==> src/rtl/rdb_pkg.sv <==
// Shared constants, types and helpers for the reversible deque buffer.
package rdb_pkg;

	localparam int CAPACITY  = 16;
	localparam int WORD_BITS = 32;
	localparam int PTR_BITS  = (CAPACITY > 1) ? $clog2(CAPACITY) : 1;
	localparam int CNT_BITS  = $clog2(CAPACITY + 1);
	localparam int SUM_BITS  = CNT_BITS + 1;

	typedef enum logic [1:0] {
		CMD_PUSH_HEAD = 2'd0,
		CMD_PUSH_TAIL = 2'd1,
		CMD_POP_HEAD  = 2'd2,
		CMD_REVERSE   = 2'd3
	} cmd_t;

	typedef enum logic [1:0] {
		ST_IDLE,
		ST_EXEC,
		ST_RESP
	} state_t;

	typedef struct packed {
		logic load;
		logic exec;
	} ctrl_t;

	// ring index of a sum that stays below twice the capacity
	function automatic logic [PTR_BITS-1:0] ring_wrap(input logic [SUM_BITS-1:0] s);
		logic [SUM_BITS-1:0] r;
		r = (s >= SUM_BITS'(CAPACITY)) ? (s - SUM_BITS'(CAPACITY)) : s;
		return r[PTR_BITS-1:0];
	endfunction

endpackage

==> src/rtl/rdb_ctrl.sv <==
// Command sequencer: load, execute, respond.
module rdb_ctrl (
	input  logic           clk,
	input  logic           arst_n,
	input  logic           start,
	output logic           busy,
	output logic           done,
	output rdb_pkg::ctrl_t ctl
);
	import rdb_pkg::*;

	state_t state_q, state_d;

	always_ff @(posedge clk or negedge arst_n) begin
		if (!arst_n) begin
			state_q <= ST_IDLE;
		end else begin
			state_q <= state_d;
		end
	end

	always_comb begin
		state_d  = state_q;
		busy     = 1'b1;
		done     = 1'b0;
		ctl.load = 1'b0;
		ctl.exec = 1'b0;
		case (state_q)
			ST_IDLE: begin
				busy = 1'b0;
				if (start) begin
					ctl.load = 1'b1;
					state_d  = ST_EXEC;
				end
			end
			ST_EXEC: begin
				ctl.exec = 1'b1;
				state_d  = ST_RESP;
			end
			ST_RESP: begin
				done    = 1'b1;
				state_d = ST_IDLE;
			end
			default: begin
				state_d = ST_IDLE;
			end
		endcase
	end

endmodule

==> src/rtl/rdb_dp.sv <==
// Datapath: ring store, front pointer, count, orientation and result registers.
module rdb_dp (
	input  logic                                clk,
	input  logic                                arst_n,
	input  rdb_pkg::ctrl_t                      ctl,
	input  logic [1:0]                          cmd,
	input  logic signed [rdb_pkg::WORD_BITS-1:0] value,
	output logic                                ok,
	output logic signed [rdb_pkg::WORD_BITS-1:0] removed_value,
	output logic [rdb_pkg::CNT_BITS-1:0]        count
);
	import rdb_pkg::*;

	logic [WORD_BITS-1:0] mem [CAPACITY];

	cmd_t                 cmd_q;
	logic [WORD_BITS-1:0] value_q;
	logic [PTR_BITS-1:0]  front_q;
	logic [CNT_BITS-1:0]  count_q;
	logic                 rev_q;
	logic                 ok_q;
	logic [WORD_BITS-1:0] removed_q;

	logic                full, empty, is_push, at_front, push_ok, pop_ok;
	logic [PTR_BITS-1:0] front_dec, front_inc, back_slot, last_slot, waddr, raddr;
	logic [SUM_BITS-1:0] cnt_ext;

	assign full     = (count_q == CNT_BITS'(CAPACITY));
	assign empty    = (count_q == '0);
	assign is_push  = (cmd_q == CMD_PUSH_HEAD) || (cmd_q == CMD_PUSH_TAIL);
	assign at_front = (cmd_q == CMD_PUSH_HEAD) ^ rev_q;
	assign push_ok  = is_push && !full;
	assign pop_ok   = (cmd_q == CMD_POP_HEAD) && !empty;

	assign cnt_ext   = SUM_BITS'(count_q);
	assign front_dec = (front_q == '0) ? PTR_BITS'(CAPACITY - 1) : (front_q - 1'b1);
	assign front_inc = ring_wrap(SUM_BITS'(front_q) + SUM_BITS'(1));
	assign back_slot = ring_wrap(SUM_BITS'(front_q) + cnt_ext);
	assign last_slot = ring_wrap(SUM_BITS'(front_q) + cnt_ext - SUM_BITS'(1));
	assign waddr     = at_front ? front_dec : back_slot;
	assign raddr     = rev_q ? last_slot : front_q;

	always_ff @(posedge clk) begin
		if (ctl.load) begin
			cmd_q   <= cmd_t'(cmd);
			value_q <= value;
		end
		if (ctl.exec && push_ok) begin
			mem[waddr] <= value_q;
		end
		if (ctl.exec) begin
			removed_q <= pop_ok ? mem[raddr] : '0;
			ok_q      <= push_ok || pop_ok || (cmd_q == CMD_REVERSE);
		end
	end

	always_ff @(posedge clk or negedge arst_n) begin
		if (!arst_n) begin
			front_q <= '0;
			count_q <= '0;
			rev_q   <= 1'b0;
		end else if (ctl.exec) begin
			if (push_ok) begin
				count_q <= count_q + 1'b1;
				if (at_front) begin
					front_q <= front_dec;
				end
			end else if (pop_ok) begin
				count_q <= count_q - 1'b1;
				if (!rev_q) begin
					front_q <= front_inc;
				end
			end else if (cmd_q == CMD_REVERSE) begin
				rev_q <= !rev_q;
			end
		end
	end

	assign ok            = ok_q;
	assign removed_value = removed_q;
	assign count         = count_q;

endmodule

==> src/rtl/reversible_deque_buffer.sv <==
// Top level of the reversible deque buffer.
// Once start is accepted, the controller passes execute, then raises done in respond.
// A new command is taken only once the last one has passed the controller's
// load, execute and respond steps; busy is high until then.
// Reset: clears front pointer, count, orientation and controller; store is not cleared.
// Results cannot be stalled: each is valid in the one cycle done is high.
module reversible_deque_buffer (
	input  logic                                clk,
	input  logic                                arst_n,
	input  logic                                start,
	output logic                                busy,
	input  logic [1:0]                          cmd,
	input  logic signed [rdb_pkg::WORD_BITS-1:0] value,
	output logic                                done,
	output logic                                ok,
	output logic signed [rdb_pkg::WORD_BITS-1:0] removed_value,
	output logic [rdb_pkg::CNT_BITS-1:0]        count
);
	import rdb_pkg::*;

	ctrl_t ctl;

	rdb_ctrl u_ctrl (
		.clk    (clk),
		.arst_n (arst_n),
		.start  (start),
		.busy   (busy),
		.done   (done),
		.ctl    (ctl)
	);

	rdb_dp u_dp (
		.clk           (clk),
		.arst_n        (arst_n),
		.ctl           (ctl),
		.cmd           (cmd),
		.value         (value),
		.ok            (ok),
		.removed_value (removed_value),
		.count         (count)
	);

endmodule

==> config.mk <==
export PLATFORM = sky130hd
export DESIGN_NAME = reversible_deque_buffer
export DESIGN_NICKNAME = d
export VERILOG_FILES = /design/src/rtl/rdb_pkg.sv /design/src/rtl/rdb_ctrl.sv /design/src/rtl/rdb_dp.sv /design/src/rtl/reversible_deque_buffer.sv
export SDC_FILE = /design/constraint.sdc
export NUM_CORES = 1
export LEC_CHECK = 0
export BUFFER_PORTS_ARGS = -buffer_cell sky130_fd_sc_hd__buf_2
export CAP_MARGIN = 20
export CORE_AREA = 2 2 231 210
export DETAILED_ROUTE_END_ITERATION = 7
export DIE_AREA = 0 0 233 212
export PLACE_DENSITY = 0.66
export SYNTH_ARGS = -nofsm -noshare
export SYNTH_HDL_FRONTEND = slang
export SYNTH_SLANG_ARGS = --single-unit
==> constraint.sdc <==
create_clock -name clk -period 4.1 [get_ports clk]
set_input_delay 0.615 -clock clk [delete_from_list [all_inputs] [get_ports clk]]
set_output_delay 0.615 -clock clk [all_outputs]
set_load 0.005 [all_outputs]
==> results of run 1 <==
==> critical path: stages (launching register included) <==
cell and delay [ns]:
dfrtp_1 0.48, ha_1 0.27, fa_1 0.54, inv_1 0.06
ha_1 0.22, xnor3_1 0.39, o21a_4 0.60, buf_4 0.39
o221ai_1 0.16, a32oi_1 0.18, nand4_1 0.17, a21oi_1 0.17
==> per-layer routing <==
layer / track usage (%) / part of all wire [%] / up-vias
li1: - / - / 6278
met2: 38.7 / 47 / 701
met4: 7.97 / 3.0 / 0
met1: 35.2 / 42 / 7264
met3: 3.93 / 8.2 / 111
met5: 0 / 0 / -
==> area by class of cell <==
| class | count | share of cell area, % |
|---|---|---|
| Tap cell | 624 | 2.92 |
| Sequential cell | 591 | 66.2 |
| Multi-Input combinational cell | 815 | 19.7 |
| Clock inverter | 33 | 1.25 |
| Inverter | 11 | 0.155 |
| Timing Repair Buffer | 137 | 4.18 |
| Clock buffer | 72 | 5.63 |
==> how the worst max path moves through the flow <==
stage                   from                     to  slack, ns  depth (start not counted)
4_1_cts        u_dp.count[0]  u_dp.removed_value[5]       0.29                         11
6_report       u_dp.count[0]  u_dp.removed_value[5]       0.25                         11
5_1_grt        u_dp.count[0]  u_dp.removed_value[5]       0.04                         11
3_3_place_gp   u_dp.count[0]  u_dp.removed_value[5]       0.44                         11
2_1_floorplan  u_dp.count[0]         u_dp.mem[0][0]       0.49                          5
3_5_place_dp   u_dp.count[0]  u_dp.removed_value[5]       0.31                         11
==> stage by stage <==
step	area (µm²)	utilization [%]	hold WS [ns]	setup WS [ns]
finish	26700	56.5	0.160	0.251
global route	26700	56.5	0.143	0.0413
CTS	26700	56.5	0.138	0.291
detailed placement	24900	52.6	0.525	0.315
global placement	24900	52.6	0.516	0.436
floorplan	23300	-	0.319	0.491
==> timing repair <==
| action | 4_1_cts | 5_1_grt |
|---|---|---|
| endpoints found under the hold margin | 12 | 0 |
| buffers inserted | 0 | 0 |
| gates resized for setup | 0 | 0 |
| hold buffers | 1 | 0 |
==> flip-flops by register name, indices dropped and copies added, names as in the netlist <==
signal	flops
u_ctrl.state_q	2
u_dp.cmd_q	2
u_dp.count	5
u_dp.front_q	4
u_dp.mem	512
u_dp.ok	1
u_dp.removed_value	32
u_dp.rev_q	1
u_dp.value_q	32
==> cells by family after synthesis <==
kind of cell,synth area share (%)
fa+ha+maj,0.515
buf+inv,2.58
mux,0.139
compound gates,11.2
flops,75.8
simple gates,9.04
xor+xnor,0.718
==> placed cells by master, fill, tap and decap left out, drive strengths merged, types with 22 or more instances in the layout <==
cell type,count
a32oi,33
and3,64
nand2,272
o22ai,33
a311oi,64
clkinv,22
buf,136
a211oi,66
o221ai,63
nand4,32
edfxtp,579
nand3,39
a21oi,42
clkbuf,72
==> reports/qor.csv, run 1 <==
stage,metric,value,unit
setup_path,cp_max_fo,47,
synthesis,ys_seq_area_share,75.8,%
synthesis,yosys_warnings,0,
finish,nets,1660,
synthesis,ys_ff_latch,591,
drt,drt-vias-per-instance,6.29,
sta,fmaxAchievable,260,MHz
sta,rsz0062_at_grt,no,
synthesis,synth_edf_count,579,
finish,n_antenna_cell,0,
synthesis,synth_area_leaders,"edfxtp_1 75%, nand2_1 4.4%, o221ai_1 2.4%",
floorplan,ios,77,
synthesis,yosysMostFrequentCell,edfxtp_1,
drt,drt_iter0_drc,1757,
global_routing,grt_pass1_wl,89200,µm
sta,min_period,3.85,ns
worst_hold_path,hp-class,in -> reg,
finish,fillers,3594,
finish,stdcell_count,2283,
drt,postRouteAntennaNets,0,
worst_hold_path,hp-start,cmd[1],
clock_tree,clk_latency,0.63,ns
setup_path,worst_r2r_startpoint,u_dp.count[0],
job,maxCapViolCount,0,
drt,routed_wirelength,59600,µm
finish,area.growth.synth_to_final,14.5,%
drt,wl_per_cell,26.1,µm
clock_tree,clockBufferDepth,3,
finish,drive_gt1_share,15.8,%
synthesis,ys_async_sr_fraction,2.03,%
placed_design,dp_hpwl,31100,µm
clock_tree,cts.reportedPaths.clkPinSlew,0.06,ns
drt,drc_errors,0,
clock_tree,cts_tree,built,
status,outcome,"finished, final reports clean",
synthesis,synth_ff_type,edfxtp_1,
global_routing,antenna_found_initial,1,
sta,hold_violations,0,
global_routing,grt.total_usage,24.5,%
worst_hold_path,hold_path_depth,1,
synthesis,synth_cells,1538,
drt,firstDrtPassIters,7,
floorplan,die_w,233,µm
sta,fin_crit_sh,93.9,%
synthesis,yosys-top-cells-count,"579 x edfxtp_1, 272 x nand2_1, 67 x clkbuf_1, 66 x a211oi_1, 64 x and3_1",
clock_tree,cts_buffers,58,
placed_design,placed_cells,2177,
synthesis,synthesis.nets,1584,
setup_path,path_class,reg -> reg,
sta,finClkSkew,0.0298,ns
floorplan,rows,76,
sta,relSlewSlack,29.9,%
sta,worstMarginPinSlew,1.05,ns
synthesis,synth.avg_cell_area,15.2,µm²
floorplan,coreArea,47300,µm²
clock_tree,clockRootBuffer,clkbuf_16,
global_routing,grt_pass1_vias,13856,
floorplan,die_area,49400,µm²
finish,multi_input_area,5260,µm²
placed_design,place_congestion,0.787,
synthesis,synth_top_area_cell,edfxtp_1,
finish,register_area,17700,µm²
placed_design,portBuffers,76,
setup_path,reg2reg_setup_slack,0.25,ns
synthesis,ys_types,58,
setup_path,start_kind,flop,
setup_path,crit_required,4.55,ns
synthesis,synth_top_area_share,74.5,%
clock_tree,htree_levels,2,
setup_path,ff2ff_path_depth,11,
worst_hold_path,hold_end,u_dp.cmd_q[1],
sta,tns,0,ns
global_routing,overflow,0,
setup_path,cp-end-kind,flop,
sta,finalMaxSlewViolations,0,
floorplan,chipHeight,212,µm
global_routing,grt_max_degree,77,
drt,vias,14354,
clock_tree,cts.sinks,591,
floorplan,start_util,49.4,%
setup_path,rr_endpoint,u_dp.removed_value[5],
sta,setup-violations-final,0,
synthesis,synthesis.area,23300,µm²
setup_path,critical_path_arrival,4.30,ns
Power of run 1 is not shown: default switching activity piles up to over one toggle a cycle in this logic, so the estimate is an artifact.
==> run 2, diff against run 1 <==
- CTS_BUF_LIST: default -> sky130_fd_sc_hd__clkbuf_8 sky130_fd_sc_hd__clkbuf_16
==> run 2 against run 1 <==
Against the previous run:
- count of clock-buffer cells in the layout down 14
- final cell count unchanged
- via count is 0.17% lower
- register-to-register slack barely moved
- non-clock buffer count stayed put
- fmax rose by 0.18%
- clock skew about the same
- critical path depth unchanged
- flip-flop and latch count unchanged
- critical path type unchanged
- routed wire length about the same
- cell area is the same
==> reports/qor.csv, run 2 (synthesis results as in run 1) <==
stage,metric,value,unit
sta,finalMaxSlewViolations,0,
sta,relSlewSlack,29.7,%
setup_path,critical_path_arrival,4.29,ns
global_routing,grt_max_degree,77,
setup_path,crit_top_cell,ha_1,
clock_tree,htree_levels,2,
drt,vias,14330,
setup_path,start_kind,flop,
sta,min_period,3.84,ns
finish,drive_gt1_share,15.8,%
worst_hold_path,hp-class,in -> reg,
finish,final_common_cell,edfxtp_1,
drt,drc_errors,0,
setup_path,crit_family,compound AO/OA/AOI/OAI gates,
clock_tree,clockRootBuffer,clkbuf_16,
drt,drt_iter0_drc,1759,
setup_path,worst_r2r_startpoint,u_dp.count[0],
setup_path,max_stage_delay,0.60,ns
sta,fin_crit_sh,93.7,%
setup_path,cp-end-kind,flop,
floorplan,die_w,233,µm
setup_path,cp_max_fo,47,
clock_tree,cts.sinks,591,
global_routing,overflow,0,
setup_path,crit_required,4.55,ns
finish,fillers,3594,
worst_hold_path,hp-start,cmd[1],
sta,rsz0062_at_grt,no,
finish,multi_input_area,5260,µm²
finish,register_area,17700,µm²
setup_path,startpoint,u_dp.count[0],
placed_design,place_congestion,0.787,
sta,tns,0,ns
finish,nets,1660,
sta,worstMarginPinSlew,1.05,ns
floorplan,die_area,49400,µm²
floorplan,rows,76,
placed_design,portBuffers,76,
status,outcome,"finished, final reports clean",
global_routing,grt_pass1_wl,89200,µm
clock_tree,post_cts.repair.setup_buffers,0,
floorplan,chipHeight,212,µm
clock_tree,clockBufferDepth,3,
clock_tree,cts_tree,built,
setup_path,worst_path_max_delay_cell,o21a_4,
clock_tree,clk_latency,0.63,ns
clock_tree,cts_buffers,58,
sta,setup-violations-final,0,
sta,fmaxAchievable,260,MHz
drt,drt-vias-per-instance,6.28,
floorplan,coreArea,47300,µm²
finish,largest_register,u_dp.mem,
job,maxCapViolCount,0,
setup_path,path_class,reg -> reg,
global_routing,grt_pass1_vias,13856,
clock_tree,cts.reportedPaths.clkPinSlew,0.06,ns
drt,postRouteAntennaNets,0,
finish,final_cell_mix,"579 x edfxtp_1, 271 x nand2_1, 76 x buf_2",
drt,routed_wirelength,59600,µm
drt,wl_per_cell,26.1,µm
global_routing,antenna_found_initial,1,
finish,fin_util,56.5,%
floorplan,ios,77,
placed_design,dp_hpwl,31100,µm
finish,area.growth.synth_to_final,14.5,%
global_routing,grt.total_usage,24.5,%
setup_path,path_cells,ha_1 > fa_1 > inv_1 > ha_1 > xnor3_1 > o21a_4 > buf_4 > o221ai_1 > a32oi_1 > nand4_1 > a21oi_1,
finish,n_antenna_cell,0,
finish,largest_reg_flops,512,
setup_path,path_buf_inv,2,
floorplan,start_util,49.4,%
sta,hold_violations,0,
drt,firstDrtPassIters,5,
sta,finClkSkew,0.0301,ns
run 2: layout make-up:
class | instances | area share (%)
clock buffer | 58 | 5.43
clock inverter | 47 | 1.45
inverter | 11 | 0.155
multi-input combinational | 815 | 19.7
sequential | 591 | 66.2
tap | 624 | 2.92
timing repair buffer | 137 | 4.18
run 2: worst paths after layout:
kind | end | slack, ns | depth (start not counted)
setup reg to reg | u_dp.removed_value[5] | 0.26 | 11
max in group asynchronous | u_dp.rev_q | 3.47 | 2
min in group asynchronous | u_dp.count[4] | 0.40 | 2
hold reg to reg | u_ctrl.state_q[0] | 0.59 | 2
setup / recovery | u_dp.removed_value[5] | 0.26 | 11
hold / removal | u_dp.cmd_q[1] | 0.16 | 1
run 2: metrics by stage:
stage	std cells	setup slack, ns	area, µm²	hold slack [ns]
6_report	2283	0.258	26700	0.160
5_1_grt	2283	0.0413	26700	0.143
4_1_cts	2283	0.291	26700	0.138
3_5_place_dp	2177	0.315	24900	0.525
3_3_place_gp	2177	0.436	24900	0.516
2_1_floorplan	1538	0.491	23300	0.319
run 2: routing by layer:
metal | vias to the layer above | routed length [µm] | GRT usage [%]
li1 | 6283 | - | -
met4 | 0 | 1740 | 7.97
met2 | 676 | 27900 | 38.7
met3 | 106 | 4990 | 3.93
met1 | 7265 | 25000 | 35.2
met5 | - | 0 | 0
run 2: worst register-to-register path, cell delays in order (launching register included):
cell and delay (ns):
dfrtp_1 0.48, ha_1 0.27, fa_1 0.54, inv_1 0.06, ha_1 0.22, xnor3_1 0.39, o21a_4 0.60, buf_4 0.41
o221ai_1 0.16, a32oi_1 0.18, nand4_1 0.17, a21oi_1 0.17
run 2: what timing repair did:
action / 4_1_cts / 5_1_grt
endpoints found under the hold margin: 12 / 0
hold buffers: 1 / 0
gates resized for setup: 0 / 0
Power of run 2 is left out for the same reason.
